$ cat config.mk
export PLATFORM = sky130hd
export DESIGN_NAME = panel_flow_force_coefficients
export DESIGN_NICKNAME = d
export VERILOG_FILES = /design/src/rtl/pffc_pkg.sv /design/src/rtl/pffc_sqrt.sv /design/src/rtl/pffc_div.sv /design/src/rtl/pffc_dp.sv /design/src/rtl/pffc_ctrl.sv /design/src/rtl/panel_flow_force_coefficients.sv
export SDC_FILE = /design/constraint.sdc
export NUM_CORES = 2
export LEC_CHECK = 0
export BUFFER_PORTS_ARGS = -buffer_cell sky130_fd_sc_hd__buf_4
export CAP_MARGIN = 10
export CORE_ASPECT_RATIO = 0.9
export CORE_UTILIZATION = 30
export DETAILED_ROUTE_END_ITERATION = 6
export GPL_ROUTABILITY_DRIVEN = 0
export GPL_TIMING_DRIVEN = 0
export PLACE_DENSITY = 0.56
export SLEW_MARGIN = 20
export SYNTH_ARGS = -nofsm -noshare
export SYNTH_HDL_FRONTEND = slang
export SYNTH_SLANG_ARGS = --single-unit
$ cat constraint.sdc
create_clock -name clk_i -period 20.3 [get_ports clk_i]
set_input_delay 1.015 -clock clk_i [delete_from_list [all_inputs] [get_ports clk_i]]
set_output_delay 1.015 -clock clk_i [all_outputs]
set_load 0.01 [all_outputs]
$ cat src/rtl/pffc_pkg.sv
// Shared types and constants for the panel flow force coefficient block.
// Used by every module under rtl except pffc_sqrt; no dependencies of its own.
`timescale 1ns / 1ps
package pffc_pkg;

  localparam int FRAC_BITS   = 15;
  localparam int AREA_W      = 40;
  localparam int COEFF_SHIFT = 27 - FRAC_BITS;
  localparam int CFG_IDX_W   = 2;

  localparam logic [15:0] FRAC_ONE = 16'h8000;

  localparam logic [CFG_IDX_W-1:0] CFG_MODEL  = 2'd0;
  localparam logic [CFG_IDX_W-1:0] CFG_FLOW_X = 2'd1;
  localparam logic [CFG_IDX_W-1:0] CFG_FLOW_Y = 2'd2;
  localparam logic [CFG_IDX_W-1:0] CFG_FLOW_Z = 2'd3;

  typedef enum logic [4:0] {
    OP_NONE, OP_LOAD, OP_DOT, OP_COS, OP_AL, OP_PROJ, OP_AV, OP_AC, OP_SQ,
    OP_CPS, OP_T1, OP_CT, OP_CPN, OP_AXA, OP_AXB, OP_AXF, OP_AXG,
    OP_DIVGO, OP_EMIT
  } op_e;

  typedef struct packed {
    op_e        op;
    logic [1:0] axis;
  } cmd_t;

  typedef struct packed {
    logic active;
    logic model;
    logic last;
    logic area_nz;
    logic sqrt_done;
    logic div_done;
  } status_t;

  function automatic logic [15:0] frac_sat(input logic [15:0] v);
    return (v > FRAC_ONE) ? FRAC_ONE : v;
  endfunction

endpackage

$ cat src/rtl/pffc_sqrt.sv
// Digit-by-digit integer square root, one result bit per cycle.
// Depends on nothing; used by the datapath for the tangential term.
`timescale 1ns / 1ps
module pffc_sqrt (
  input  logic        clk_i,
  input  logic        rst_ni,
  input  logic        start_i,
  input  logic [31:0] v_i,
  output logic        done_o,
  output logic [15:0] root_o
);

  logic [31:0] v_q;
  logic [17:0] rem_q;
  logic [15:0] root_q;
  logic [4:0]  cnt_q;
  logic        run_q, done_q;
  logic [19:0] rem_sh, trial;
  logic        ge;

  assign rem_sh = {rem_q, v_q[31:30]};
  assign trial  = {2'b00, root_q, 2'b01};
  assign ge     = rem_sh >= trial;

  always_ff @(posedge clk_i or negedge rst_ni) begin
    if (!rst_ni) begin
      run_q  <= 1'b0;
      done_q <= 1'b0;
      cnt_q  <= '0;
    end else begin
      done_q <= 1'b0;
      if (start_i) begin
        run_q <= 1'b1;
        cnt_q <= 5'd16;
      end else if (run_q) begin
        cnt_q <= cnt_q - 5'd1;
        if (cnt_q == 5'd1) begin
          run_q  <= 1'b0;
          done_q <= 1'b1;
        end
      end
    end
  end

  always_ff @(posedge clk_i) begin
    if (start_i) begin
      v_q    <= v_i;
      rem_q  <= '0;
      root_q <= '0;
    end else if (run_q) begin
      v_q    <= {v_q[29:0], 2'b00};
      rem_q  <= ge ? 18'(rem_sh - trial) : rem_sh[17:0];
      root_q <= {root_q[14:0], ge};
    end
  end

  assign done_o = done_q;
  assign root_o = root_q;

endmodule

$ cat src/rtl/pffc_div.sv
// Restoring divider for the coefficient step, one quotient bit per cycle.
// Uses pffc_pkg constants for the area width and the output scaling.
`timescale 1ns / 1ps
module pffc_div #(
  parameter int ACC_WIDTH = 48
) (
  input  logic                                      clk_i,
  input  logic                                      rst_ni,
  input  logic                                      start_i,
  input  logic [ACC_WIDTH-1:0]                      mag_i,
  input  logic [pffc_pkg::AREA_W-1:0]               den_i,
  output logic                                      done_o,
  output logic [ACC_WIDTH+pffc_pkg::COEFF_SHIFT-1:0] quo_o
);

  localparam int NW = ACC_WIDTH + pffc_pkg::COEFF_SHIFT;
  localparam int CW = $clog2(NW + 1);
  localparam int DW = pffc_pkg::AREA_W;

  logic [NW-1:0] n_q;
  logic [DW-1:0] rem_q, den_q;
  logic [CW-1:0] cnt_q;
  logic          run_q, done_q;
  logic [DW:0]   rem_sh;
  logic          ge;

  assign rem_sh = {rem_q, n_q[NW-1]};
  assign ge     = rem_sh >= {1'b0, den_q};

  always_ff @(posedge clk_i or negedge rst_ni) begin
    if (!rst_ni) begin
      run_q  <= 1'b0;
      done_q <= 1'b0;
      cnt_q  <= '0;
    end else begin
      done_q <= 1'b0;
      if (start_i) begin
        run_q <= 1'b1;
        cnt_q <= CW'(NW);
      end else if (run_q) begin
        cnt_q <= cnt_q - CW'(1);
        if (cnt_q == CW'(1)) begin
          run_q  <= 1'b0;
          done_q <= 1'b1;
        end
      end
    end
  end

  // dividend bits shift out the top while quotient bits fill from the bottom
  always_ff @(posedge clk_i) begin
    if (start_i) begin
      n_q   <= {mag_i, {pffc_pkg::COEFF_SHIFT{1'b0}}};
      rem_q <= '0;
      den_q <= den_i;
    end else if (run_q) begin
      rem_q <= ge ? DW'(rem_sh - {1'b0, den_q}) : rem_sh[DW-1:0];
      n_q   <= {n_q[NW-2:0], ge};
    end
  end

  assign done_o = done_q;
  assign quo_o  = n_q;

endmodule

$ cat src/rtl/pffc_dp.sv
// Datapath: configuration registers, one shared multiplier, accumulators, results.
// Depends on pffc_pkg, pffc_sqrt and pffc_div; driven by pffc_ctrl commands.
`timescale 1ns / 1ps
module pffc_dp #(
  parameter int ACC_WIDTH = 48
) (
  input  logic                           clk_i,
  input  logic                           rst_ni,
  input  logic                           cfg_valid_i,
  input  logic [pffc_pkg::CFG_IDX_W-1:0] cfg_index_i,
  input  logic [15:0]                    cfg_data_i,
  input  logic signed [15:0]             normal_x_i,
  input  logic signed [15:0]             normal_y_i,
  input  logic signed [15:0]             normal_z_i,
  input  logic [15:0]                    panel_area_i,
  input  logic [15:0]                    lit_fraction_i,
  input  logic [15:0]                    normal_accom_i,
  input  logic [15:0]                    tangent_accom_i,
  input  logic [15:0]                    wall_speed_ratio_i,
  input  logic                           last_panel_i,
  input  pffc_pkg::cmd_t                 cmd_i,
  output pffc_pkg::status_t              status_o,
  output logic                           valid_o,
  output logic [15:0]                    panel_cosine_o,
  output logic signed [31:0]             coeff_x_o,
  output logic signed [31:0]             coeff_y_o,
  output logic signed [31:0]             coeff_z_o,
  output logic [31:0]                    reference_area_o,
  output logic                           done_res_o,
  output logic                           zero_area_o
);

  localparam int AW = pffc_pkg::AREA_W;
  localparam int GW = 45;
  localparam int SW = ((ACC_WIDTH > GW) ? ACC_WIDTH : GW) + 1;
  localparam int NW = ACC_WIDTH + pffc_pkg::COEFF_SHIFT;

  localparam logic signed [SW-1:0] ACC_MAX =
    {{(SW-ACC_WIDTH+1){1'b0}}, {(ACC_WIDTH-1){1'b1}}};
  localparam logic signed [SW-1:0] ACC_MIN = ~ACC_MAX;

  // configuration
  logic                     model_q;
  logic signed [15:0]       dir_q [3];

  // captured item
  logic signed [15:0]       n_q [3];
  logic [15:0]              area_q, lit_q, an_q, at_q, vw_q;
  logic                     last_q;

  // working registers
  logic signed [33:0]       p_q, a_q, e_q;
  logic [15:0]              c_q;
  logic                     active_q;
  logic [30:0]              al_q;
  logic [17:0]              inner_q, cp_q;
  logic [16:0]              t1_q, ct_q;
  logic signed [23:0]       f_q;
  logic signed [ACC_WIDTH-1:0] acc_q [3];
  logic [AW-1:0]            area_acc_q;
  logic [31:0]              cq_q [3];
  logic                     neg_q;

  logic                     strobe_q;

  // shared multiplier
  logic signed [35:0]       mul_a;
  logic signed [23:0]       mul_b;
  logic signed [59:0]       prod;

  logic signed [15:0]       n_sel, d_sel;
  logic signed [33:0]       p_sh;
  logic [15:0]              c_next;
  logic [AW:0]              area_sum;
  logic signed [59:0]       f2;
  logic signed [GW-1:0]     g;
  logic signed [SW-1:0]     acc_sum;
  logic signed [ACC_WIDTH-1:0] acc_sat;
  logic signed [ACC_WIDTH-1:0] acc_sel;
  logic [ACC_WIDTH-1:0]     mag;
  logic [31:0]              coeff_sat;

  logic                     sqrt_start, sqrt_done;
  logic [31:0]              sqrt_v;
  logic [15:0]              sqrt_root;
  logic                     div_start, div_done;
  logic [NW-1:0]            div_quo;

  assign n_sel   = n_q[cmd_i.axis];
  assign d_sel   = dir_q[cmd_i.axis];
  assign acc_sel = acc_q[cmd_i.axis];

  always_comb begin
    mul_a = '0;
    mul_b = '0;
    unique case (cmd_i.op)
      pffc_pkg::OP_DOT: begin
        mul_a = {{20{n_sel[15]}}, n_sel};
        mul_b = {{8{d_sel[15]}}, d_sel};
      end
      pffc_pkg::OP_AL: begin
        mul_a = {20'd0, area_q};
        mul_b = {8'd0, lit_q};
      end
      pffc_pkg::OP_PROJ: begin
        mul_a = {5'd0, al_q};
        mul_b = {8'd0, c_q};
      end
      pffc_pkg::OP_AV: begin
        mul_a = {20'd0, an_q};
        mul_b = {8'd0, vw_q};
      end
      pffc_pkg::OP_AC: begin
        mul_a = {19'd0, 17'h10000 - {1'b0, an_q}};
        mul_b = {8'd0, c_q};
      end
      pffc_pkg::OP_SQ, pffc_pkg::OP_CPN: begin
        mul_a = {20'd0, c_q};
        mul_b = {8'd0, c_q};
      end
      pffc_pkg::OP_CPS: begin
        mul_a = {18'd0, inner_q};
        mul_b = {8'd0, c_q};
      end
      pffc_pkg::OP_T1: begin
        mul_a = {20'd0, at_q};
        mul_b = {8'd0, sqrt_root};
      end
      pffc_pkg::OP_CT: begin
        mul_a = {19'd0, t1_q};
        mul_b = {8'd0, c_q};
      end
      pffc_pkg::OP_AXA: begin
        mul_a = {18'd0, cp_q};
        mul_b = {{8{n_sel[15]}}, n_sel};
      end
      pffc_pkg::OP_AXB: begin
        mul_a = {20'd0, c_q};
        mul_b = {{8{n_sel[15]}}, n_sel};
      end
      pffc_pkg::OP_AXF: begin
        mul_a = {{2{e_q[33]}}, e_q};
        mul_b = {7'd0, ct_q};
      end
      pffc_pkg::OP_AXG: begin
        mul_a = {5'd0, al_q};
        mul_b = f_q;
      end
      default: begin
        mul_a = '0;
        mul_b = '0;
      end
    endcase
  end

  assign prod = mul_a * mul_b;

  // clamp the cosine into [0, one]
  assign p_sh = p_q >>> pffc_pkg::FRAC_BITS;
  always_comb begin
    if (p_q > 34'sd0) begin
      c_next = (p_sh > 34'sd32768) ? pffc_pkg::FRAC_ONE : p_sh[15:0];
    end else begin
      c_next = '0;
    end
  end

  assign area_sum = {1'b0, area_acc_q} + {{(AW-16){1'b0}}, prod[46:30]};
  assign f2       = prod - ({{26{a_q[33]}}, a_q} <<< pffc_pkg::FRAC_BITS);
  assign g        = prod[59:15];
  assign acc_sum  = {{(SW-ACC_WIDTH){acc_sel[ACC_WIDTH-1]}}, acc_sel}
                  + {{(SW-GW){g[GW-1]}}, g};

  always_comb begin
    if (acc_sum > ACC_MAX) begin
      acc_sat = ACC_MAX[ACC_WIDTH-1:0];
    end else if (acc_sum < ACC_MIN) begin
      acc_sat = ACC_MIN[ACC_WIDTH-1:0];
    end else begin
      acc_sat = acc_sum[ACC_WIDTH-1:0];
    end
  end

  assign mag = acc_sel[ACC_WIDTH-1] ? ACC_WIDTH'(-acc_sel) : acc_sel;

  always_comb begin
    if (neg_q) begin
      if ((|div_quo[NW-1:32]) || (div_quo[31] && (|div_quo[30:0]))) begin
        coeff_sat = 32'h8000_0000;
      end else begin
        coeff_sat = 32'(-div_quo[31:0]);
      end
    end else begin
      coeff_sat = (|div_quo[NW-1:31]) ? 32'h7FFF_FFFF : div_quo[31:0];
    end
  end

  assign sqrt_start = (cmd_i.op == pffc_pkg::OP_SQ);
  assign sqrt_v     = 32'h4000_0000 - prod[31:0];
  assign div_start  = (cmd_i.op == pffc_pkg::OP_DIVGO);

  pffc_sqrt u_sqrt (
    .clk_i   (clk_i),
    .rst_ni  (rst_ni),
    .start_i (sqrt_start),
    .v_i     (sqrt_v),
    .done_o  (sqrt_done),
    .root_o  (sqrt_root)
  );

  pffc_div #(
    .ACC_WIDTH (ACC_WIDTH)
  ) u_div (
    .clk_i   (clk_i),
    .rst_ni  (rst_ni),
    .start_i (div_start),
    .mag_i   (mag),
    .den_i   (area_acc_q),
    .done_o  (div_done),
    .quo_o   (div_quo)
  );

  // configuration and accumulators
  always_ff @(posedge clk_i or negedge rst_ni) begin
    if (!rst_ni) begin
      model_q    <= 1'b0;
      dir_q[0]   <= 16'sd0;
      dir_q[1]   <= 16'sd0;
      dir_q[2]   <= 16'sh8000;
      acc_q[0]   <= '0;
      acc_q[1]   <= '0;
      acc_q[2]   <= '0;
      area_acc_q <= '0;
      strobe_q   <= 1'b0;
    end else begin
      strobe_q <= (cmd_i.op == pffc_pkg::OP_EMIT);
      if (cfg_valid_i) begin
        unique case (cfg_index_i)
          pffc_pkg::CFG_MODEL:  model_q  <= cfg_data_i[0];
          pffc_pkg::CFG_FLOW_X: dir_q[0] <= cfg_data_i;
          pffc_pkg::CFG_FLOW_Y: dir_q[1] <= cfg_data_i;
          pffc_pkg::CFG_FLOW_Z: dir_q[2] <= cfg_data_i;
          default: ;
        endcase
      end
      if (cmd_i.op == pffc_pkg::OP_PROJ && active_q) begin
        area_acc_q <= area_sum[AW] ? {AW{1'b1}} : area_sum[AW-1:0];
      end
      if (cmd_i.op == pffc_pkg::OP_AXG) begin
        acc_q[cmd_i.axis] <= acc_sat;
      end
      // end of evaluation: start the next one from zero
      if (cmd_i.op == pffc_pkg::OP_EMIT && last_q) begin
        acc_q[0]   <= '0;
        acc_q[1]   <= '0;
        acc_q[2]   <= '0;
        area_acc_q <= '0;
      end
    end
  end

  always_ff @(posedge clk_i) begin
    unique case (cmd_i.op)
      pffc_pkg::OP_LOAD: begin
        n_q[0] <= normal_x_i;
        n_q[1] <= normal_y_i;
        n_q[2] <= normal_z_i;
        area_q <= panel_area_i;
        lit_q  <= pffc_pkg::frac_sat(lit_fraction_i);
        an_q   <= pffc_pkg::frac_sat(normal_accom_i);
        at_q   <= pffc_pkg::frac_sat(tangent_accom_i);
        vw_q   <= pffc_pkg::frac_sat(wall_speed_ratio_i);
        last_q <= last_panel_i;
      end
      pffc_pkg::OP_DOT: begin
        p_q <= ((cmd_i.axis == 2'd0) ? 34'sd0 : p_q) - $signed(prod[33:0]);
      end
      pffc_pkg::OP_COS: begin
        c_q      <= c_next;
        active_q <= (c_next != 16'd0) && (lit_q != 16'd0);
      end
      pffc_pkg::OP_AL:  al_q    <= prod[30:0];
      pffc_pkg::OP_AV:  inner_q <= prod[32:15];
      pffc_pkg::OP_AC:  inner_q <= inner_q + prod[32:15];
      pffc_pkg::OP_CPS: cp_q    <= prod[31:14];
      pffc_pkg::OP_T1:  t1_q    <= prod[30:14];
      pffc_pkg::OP_CT:  ct_q    <= prod[31:15];
      pffc_pkg::OP_CPN: begin
        cp_q <= {1'b0, prod[30:14]};
        ct_q <= '0;
      end
      pffc_pkg::OP_AXA: a_q <= $signed(prod[33:0]);
      pffc_pkg::OP_AXB: begin
        e_q <= $signed(prod[33:0])
             + ({{18{d_sel[15]}}, d_sel} <<< pffc_pkg::FRAC_BITS);
      end
      pffc_pkg::OP_AXF:   f_q   <= f2[53:30];
      pffc_pkg::OP_DIVGO: neg_q <= acc_sel[ACC_WIDTH-1];
      pffc_pkg::OP_EMIT: begin
        panel_cosine_o   <= c_q;
        reference_area_o <= (|area_acc_q[AW-1:32]) ? 32'hFFFF_FFFF : area_acc_q[31:0];
        done_res_o       <= last_q;
        zero_area_o      <= last_q && (area_acc_q == '0);
        if (last_q && (area_acc_q != '0)) begin
          coeff_x_o <= cq_q[0];
          coeff_y_o <= cq_q[1];
          coeff_z_o <= cq_q[2];
        end else begin
          coeff_x_o <= '0;
          coeff_y_o <= '0;
          coeff_z_o <= '0;
        end
      end
      default: ;
    endcase
    if (div_done) begin
      cq_q[cmd_i.axis] <= coeff_sat;
    end
  end

  assign valid_o = strobe_q;

  assign status_o.active    = active_q;
  assign status_o.model     = model_q;
  assign status_o.last      = last_q;
  assign status_o.area_nz   = (area_acc_q != '0);
  assign status_o.sqrt_done = sqrt_done;
  assign status_o.div_done  = div_done;

endmodule

$ cat src/rtl/pffc_ctrl.sv
// Controller: sequences the datapath for each panel, one operation per cycle
// when not waiting; depends on pffc_pkg for the command and status structs.
`timescale 1ns / 1ps
module pffc_ctrl (
  input  logic              clk_i,
  input  logic              rst_ni,
  input  logic              start_i,
  input  pffc_pkg::status_t status_i,
  output pffc_pkg::cmd_t    cmd_o,
  output logic              busy_o
);

  typedef enum logic [20:0] {
    ST_IDLE  = 21'h000001,
    ST_DOT   = 21'h000002,
    ST_COS   = 21'h000004,
    ST_AL    = 21'h000008,
    ST_PROJ  = 21'h000010,
    ST_AV    = 21'h000020,
    ST_AC    = 21'h000040,
    ST_SQ    = 21'h000080,
    ST_SQW   = 21'h000100,
    ST_CPS   = 21'h000200,
    ST_T1    = 21'h000400,
    ST_CT    = 21'h000800,
    ST_CPN   = 21'h001000,
    ST_AXA   = 21'h002000,
    ST_AXB   = 21'h004000,
    ST_AXF   = 21'h008000,
    ST_AXG   = 21'h010000,
    ST_FIN   = 21'h020000,
    ST_DIVGO = 21'h040000,
    ST_DIVW  = 21'h080000,
    ST_EMIT  = 21'h100000
  } state_e;

  state_e     state_q, state_d;
  logic [1:0] axis_q, axis_d;

  always_comb begin
    state_d    = state_q;
    axis_d     = axis_q;
    cmd_o.op   = pffc_pkg::OP_NONE;
    cmd_o.axis = axis_q;
    unique case (state_q)
      ST_IDLE: begin
        if (start_i) begin
          cmd_o.op = pffc_pkg::OP_LOAD;
          axis_d   = 2'd0;
          state_d  = ST_DOT;
        end
      end
      ST_DOT: begin
        cmd_o.op = pffc_pkg::OP_DOT;
        if (axis_q == 2'd2) begin
          state_d = ST_COS;
        end else begin
          axis_d = axis_q + 2'd1;
        end
      end
      ST_COS: begin
        cmd_o.op = pffc_pkg::OP_COS;
        state_d  = ST_AL;
      end
      ST_AL: begin
        cmd_o.op = pffc_pkg::OP_AL;
        state_d  = ST_PROJ;
      end
      ST_PROJ: begin
        cmd_o.op = pffc_pkg::OP_PROJ;
        axis_d   = 2'd0;
        priority if (!status_i.active) state_d = ST_FIN;
        else if (status_i.model)        state_d = ST_AV;
        else                            state_d = ST_CPN;
      end
      ST_AV: begin
        cmd_o.op = pffc_pkg::OP_AV;
        state_d  = ST_AC;
      end
      ST_AC: begin
        cmd_o.op = pffc_pkg::OP_AC;
        state_d  = ST_SQ;
      end
      ST_SQ: begin
        cmd_o.op = pffc_pkg::OP_SQ;
        state_d  = ST_SQW;
      end
      ST_SQW: begin
        if (status_i.sqrt_done) begin
          state_d = ST_CPS;
        end
      end
      ST_CPS: begin
        cmd_o.op = pffc_pkg::OP_CPS;
        state_d  = ST_T1;
      end
      ST_T1: begin
        cmd_o.op = pffc_pkg::OP_T1;
        state_d  = ST_CT;
      end
      ST_CT: begin
        cmd_o.op = pffc_pkg::OP_CT;
        state_d  = ST_AXA;
      end
      ST_CPN: begin
        cmd_o.op = pffc_pkg::OP_CPN;
        state_d  = ST_AXA;
      end
      ST_AXA: begin
        cmd_o.op = pffc_pkg::OP_AXA;
        state_d  = ST_AXB;
      end
      ST_AXB: begin
        cmd_o.op = pffc_pkg::OP_AXB;
        state_d  = ST_AXF;
      end
      ST_AXF: begin
        cmd_o.op = pffc_pkg::OP_AXF;
        state_d  = ST_AXG;
      end
      ST_AXG: begin
        cmd_o.op = pffc_pkg::OP_AXG;
        if (axis_q == 2'd2) begin
          state_d = ST_FIN;
        end else begin
          axis_d  = axis_q + 2'd1;
          state_d = ST_AXA;
        end
      end
      ST_FIN: begin
        axis_d = 2'd0;
        if (status_i.last && status_i.area_nz) begin
          state_d = ST_DIVGO;
        end else begin
          state_d = ST_EMIT;
        end
      end
      ST_DIVGO: begin
        cmd_o.op = pffc_pkg::OP_DIVGO;
        state_d  = ST_DIVW;
      end
      ST_DIVW: begin
        // hold the axis until the quotient is stored
        if (status_i.div_done) begin
          if (axis_q == 2'd2) begin
            state_d = ST_EMIT;
          end else begin
            axis_d  = axis_q + 2'd1;
            state_d = ST_DIVGO;
          end
        end
      end
      ST_EMIT: begin
        cmd_o.op = pffc_pkg::OP_EMIT;
        state_d  = ST_IDLE;
      end
      default: begin
        state_d = ST_IDLE;
      end
    endcase
  end

  always_ff @(posedge clk_i or negedge rst_ni) begin
    if (!rst_ni) begin
      state_q <= ST_IDLE;
      axis_q  <= 2'd0;
    end else begin
      state_q <= state_d;
      axis_q  <= axis_d;
    end
  end

  assign busy_o = (state_q != ST_IDLE);

`ifndef SYNTH
  a_axis_range: assert property (@(posedge clk_i) disable iff (!rst_ni)
    axis_q != 2'd3)
    else $error("axis counter out of range");
  a_sqrt_wait: assert property (@(posedge clk_i) disable iff (!rst_ni)
    status_i.sqrt_done |-> state_q == ST_SQW)
    else $error("square root finished outside its wait state");
  a_div_wait: assert property (@(posedge clk_i) disable iff (!rst_ni)
    status_i.div_done |-> state_q == ST_DIVW)
    else $error("division finished outside its wait state");
`endif

endmodule

$ cat src/rtl/panel_flow_force_coefficients.sv
// An unlit panel skips the force steps, Storch adds a serial square root over
// Newton, and a last panel with nonzero area adds three serial divisions.
// Throughput: one panel at a time; busy_o stays high until the result strobe.
// Reset clears accumulators, configuration to its defaults and the controller.
// Top level; depends on pffc_pkg, pffc_ctrl and pffc_dp; results cannot stall.
`timescale 1ns / 1ps
module panel_flow_force_coefficients #(
  parameter int ACC_WIDTH = 48
) (
  input  logic                           clk_i,
  input  logic                           rst_ni,
  input  logic                           cfg_valid_i,
  output logic                           cfg_ready_o,
  input  logic [pffc_pkg::CFG_IDX_W-1:0] cfg_index_i,
  input  logic [15:0]                    cfg_data_i,
  input  logic                           start_i,
  output logic                           busy_o,
  input  logic signed [15:0]             normal_x_i,
  input  logic signed [15:0]             normal_y_i,
  input  logic signed [15:0]             normal_z_i,
  input  logic [15:0]                    panel_area_i,
  input  logic [15:0]                    lit_fraction_i,
  input  logic [15:0]                    normal_accom_i,
  input  logic [15:0]                    tangent_accom_i,
  input  logic [15:0]                    wall_speed_ratio_i,
  input  logic                           last_panel_i,
  output logic                           valid_o,
  output logic [15:0]                    panel_cosine_o,
  output logic signed [31:0]             coeff_x_o,
  output logic signed [31:0]             coeff_y_o,
  output logic signed [31:0]             coeff_z_o,
  output logic [31:0]                    reference_area_o,
  output logic                           done_res_o,
  output logic                           zero_area_o
);

  pffc_pkg::cmd_t    cmd;
  pffc_pkg::status_t status;

  assign cfg_ready_o = 1'b1;

  pffc_ctrl u_ctrl (
    .clk_i    (clk_i),
    .rst_ni   (rst_ni),
    .start_i  (start_i),
    .status_i (status),
    .cmd_o    (cmd),
    .busy_o   (busy_o)
  );

  pffc_dp #(
    .ACC_WIDTH (ACC_WIDTH)
  ) u_dp (
    .clk_i              (clk_i),
    .rst_ni             (rst_ni),
    .cfg_valid_i        (cfg_valid_i),
    .cfg_index_i        (cfg_index_i),
    .cfg_data_i         (cfg_data_i),
    .normal_x_i         (normal_x_i),
    .normal_y_i         (normal_y_i),
    .normal_z_i         (normal_z_i),
    .panel_area_i       (panel_area_i),
    .lit_fraction_i     (lit_fraction_i),
    .normal_accom_i     (normal_accom_i),
    .tangent_accom_i    (tangent_accom_i),
    .wall_speed_ratio_i (wall_speed_ratio_i),
    .last_panel_i       (last_panel_i),
    .cmd_i              (cmd),
    .status_o           (status),
    .valid_o            (valid_o),
    .panel_cosine_o     (panel_cosine_o),
    .coeff_x_o          (coeff_x_o),
    .coeff_y_o          (coeff_y_o),
    .coeff_z_o          (coeff_z_o),
    .reference_area_o   (reference_area_o),
    .done_res_o         (done_res_o),
    .zero_area_o        (zero_area_o)
  );

`ifndef SYNTH
  a_strobe_idle: assert property (@(posedge clk_i) disable iff (!rst_ni)
    valid_o |-> !busy_o)
    else $error("result strobe while a transaction is in flight");
  a_accept_busy: assert property (@(posedge clk_i) disable iff (!rst_ni)
    start_i && !busy_o |=> busy_o && !valid_o)
    else $error("accepted transaction did not raise busy");
  a_strobe_pulse: assert property (@(posedge clk_i) disable iff (!rst_ni)
    valid_o |=> !valid_o)
    else $error("result strobe longer than one cycle");
  a_zero_last: assert property (@(posedge clk_i) disable iff (!rst_ni)
    valid_o && zero_area_o |-> done_res_o && coeff_x_o == 32'sd0)
    else $error("zero area flagged on a non-final result");
`endif

endmodule

==> flow_metrics.env <==
export IMPL_synth_edff_count=736
export IMPL_place_ws_ps=993.3
export IMPL_drt_iter0_drc=8368
export IMPL_vias=69970
export IMPL_worst_setup_path_type="reg2reg"
export IMPL_dieArea_um2=290100
export IMPL_postCtsSetupBuffers=0
export IMPL_ys_seq_elements=1094
export IMPL_post_place_cells=12860
export IMPL_power_mw=10.38
export IMPL_postRouteAntennaNets=0
export IMPL_setup_viol=0
export IMPL_worst_pin_slew_ps=1260
export IMPL_numCtsBuffers=121
export IMPL_wl_per_cell_um=24.38
export IMPL_cp_start_kind="register"
export IMPL_clkTransAtPathRegs_ps=60
export IMPL_layout_common_cells="1172 x inv_1, 994 x nand2_1, 845 x fa_1"
export IMPL_synthCells=8713
export IMPL_row_count=186
export IMPL_yosysWarnings=0
export IMPL_grt_usage_pct=21.70
export IMPL_first_pass_iters=7
export IMPL_fin_crit_ps=19880
export IMPL_synthTopCellsByArea="edfxtp_1 26%, fa_1 20%, dfrtp_1 7.8%, ha_1 5.7%, inv_1 5.1%"
export IMPL_fmaxAchievable_mhz=50.30
export IMPL_drv_cap=0
export IMPL_hold_class="in2async"
export IMPL_slew_headroom_pct=15.13
export IMPL_worst_slack_ps=419.9
export IMPL_syn2layout_area_growth_pct=14.76
export IMPL_layout_drive_gt1_share_pct=9.182
export IMPL_io_pins=300
export IMPL_grt_pass1_vias=69600
export IMPL_powerDensity_nw_per_um2=104.7
export IMPL_critPathCaptureType="register"
export IMPL_root_buffer="clkbuf_16"
export IMPL_grt_overflow_total=0
export IMPL_ys_types=109
export IMPL_netlist_area_leader_share_pct=25.59
export IMPL_min_period_over_period_pct=97.93
export IMPL_synth_seq_area_share_pct=35.47
export IMPL_layout_cells_non_filler=13110
export IMPL_hold_viol=0
export IMPL_routed_via_density=5.339
export IMPL_cts_sinks=1094
export IMPL_peakVddDrop_mv=0.08280
export IMPL_num_nets_final=10620
export IMPL_finalMaxSlewViolations=0
export IMPL_dieWidth_um=567.6
export IMPL_p_leak_nw=42.01
export IMPL_wl_mm=319.4
export IMPL_synthArstFlopShare_pct=24.86
export IMPL_coreArea_um2=285800
export IMPL_outcome="finished, final reports clean"
export IMPL_avgSynthCellArea_um2=9.913
export IMPL_initial_core_util_pct=30.22
export IMPL_rr_worst_depth=49
export IMPL_drt_drc_violations_left=0
export IMPL_syn_num_nets=10100
export IMPL_syn_area_um2=86370
export IMPL_whs_ps=154.0
export IMPL_rrSetupSlack_ps=420
export IMPL_chipHeight_um=511.0
export IMPL_h_tree_depth=3
export IMPL_critical_path_slowest_cell="clkbuf_1"
export IMPL_cp_max_fo=10
export IMPL_cts_tree="built"
export IMPL_antenna_found_initial=24
export IMPL_fin_tns_setup_ps=0
export IMPL_reg2reg_from="u_ctrl.axis_q[1]$_DFFE_PN0P_"
export IMPL_clkLatencyLatePin_ps=810
export IMPL_regToRegEndpoint="u_dp.acc_q[107]$_DFFE_PN0P_"
export IMPL_dp_hpwl_mm=257.1
export IMPL_port_buffers=294
export IMPL_fin_skew_ps=106.4
export IMPL_cp_arrival_ps=20570
export IMPL_clk_path_buf_depth=3
export IMPL_synth_largest_area_cell="edfxtp_1"
export IMPL_ys_flop_type="edfxtp_1"
export IMPL_layout_cells_most_common="inv_1"
export IMPL_grt_pass1_wl_mm=468.9
export IMPL_cp_required_ps=20990
export IMPL_rsz0062_at_grt="no"
export IMPL_cpPeakStageDelay_ps=960
export IMPL_grt_max_degree=84
==> worst max-delay path by stage <==
stage	start	end	slack (ps)	cells after the start
final	u_ctrl.axis_q[1]$_DFFE_PN0P_	u_dp.acc_q[107]$_DFFE_PN0P_	420	49
after floorplan	u_ctrl.state_q[4]$_DFFE_PN0P_	u_dp.acc_q[34]$_DFFE_PN0P_	1170	9
after global placement	u_ctrl.state_q[4]$_DFFE_PN0P_	u_dp.acc_q[44]$_DFFE_PN0P_	-11300	9
after CTS	u_ctrl.axis_q[1]$_DFFE_PN0P_	u_dp.acc_q[107]$_DFFE_PN0P_	880	46
after detailed placement	u_ctrl.axis_q[1]$_DFFE_PN0P_	u_dp.acc_q[107]$_DFFE_PN0P_	990	46
after global routing	u_ctrl.axis_q[1]$_DFFE_PN0P_	u_dp.acc_q[107]$_DFFE_PN0P_	180	49
==> final cells by class <==
class	count	area, µm²
Buffer	415	1654
Multi-Input combinational cell	6028	50090
Clock inverter	71	903.4
Tap cell	3760	4705
Antenna cell	12	30.03
Fill cell	28890	186700
Sequential cell	1094	30630
Timing Repair Buffer	393	3331
Inverter	1176	4417
Clock buffer	156	3353
==> cells by family (layout without fill, tap and decap cells) <==
kind of cell / count (synthesis) / in the layout / share of synthesized area (%)
AO/OA/AOI/OAI: 1622 / 1622 / 11.97
XOR/XNOR: 308 / 308 / 3.139
adder cells (fa/ha/maj): 1241 / 1241 / 25.32
buffers and inverters: 1591 / 2211 / 7.020
flip-flops: 1094 / 1094 / 35.47
multiplexers: 177 / 177 / 2.130
other: 1 / 13 / 0.004342
AND/OR/NAND/NOR: 2679 / 2679 / 14.95
==> layer usage <==
layer,track usage (%),routed length (µm),up-vias
li1,-,-,30460
met1,30.09,134900,35020
met2,31.30,132200,3774
met3,6.213,36420,699
met4,9.348,15730,22
met5,0,167,-
==> repair_timing <==
item / 4_1_cts / 5_1_grt
setup endpoints to repair: 0 / 2
gates resized for setup: 0 / 1
hold buffers: 0 / 0
==> worst max-delay path: cells and delay by family, from the launching register on <==
kind | cells | cell delay, ps
compound gates | 15 | 6020
simple gates | 8 | 1940
flops | 1 | 380
xor+xnor | 1 | 690
buf+inv | 16 | 6260
fa+ha+maj | 9 | 4400
==> cells in the mapped netlist (52+ instances only) <==
| cell | n |
|---|---|
| clkbuf_1 | 342 |
| or2_2 | 53 |
| ha_1 | 395 |
| a22oi_1 | 53 |
| nor2b_1 | 132 |
| nor2_1 | 466 |
| dfrtp_1 | 270 |
| nor3_1 | 115 |
| nor4_1 | 74 |
| edfxtp_1 | 736 |
| xor2_1 | 88 |
| fa_1 | 845 |
| a211oi_1 | 72 |
| nand2b_1 | 52 |
| a21o_1 | 155 |
| o21ai_0 | 452 |
| mux2_2 | 54 |
| xnor2_1 | 219 |
| nand4_1 | 52 |
| mux2i_1 | 123 |
| and2_1 | 270 |
| dfxtp_1 | 86 |
| nand2_1 | 995 |
| a21oi_1 | 419 |
| nand3_1 | 262 |
| inv_1 | 1174 |
==> stage by stage <==
stage | cell area [µm²] | util, %
CTS | 99030 | 34.65
floorplan | 86370 | -
global route | 99100 | 34.68
detailed placement | 94780 | 33.16
finish | 99120 | 34.68
global placement | 93280 | 32.64
==> sequential cells by signal, summed over array words and instances, names as in the netlist, 24 cells and up <==
signal / count
u_dp.cq_q: 96
u_dp.al_q: 31
u_dp.acc_q: 144
u_dp.coeff_y_o: 32
u_dp.area_acc_q: 40
u_dp.u_div.rem_q: 40
u_dp.n_q: 48
u_dp.p_q: 34
u_dp.reference_area_o: 32
u_dp.dir_q: 48
u_dp.e_q: 34
u_dp.f_q: 24
u_dp.u_div.quo_o: 60
u_dp.coeff_x_o: 32
u_dp.u_sqrt.v_q: 32
u_dp.u_div.den_q: 40
u_dp.a_q: 34
u_dp.coeff_z_o: 32
==> report_power, final <==
group          total, mW  switching (mW)  internal, mW  leakage (nW)
logic               5.24            3.46          1.78          28.7
registers           2.78           0.103          2.68          11.3
clock network       2.36           0.997          1.37          2.06
total               10.4            4.56          5.82          42.0
Power figures use the tool's default switching activity.
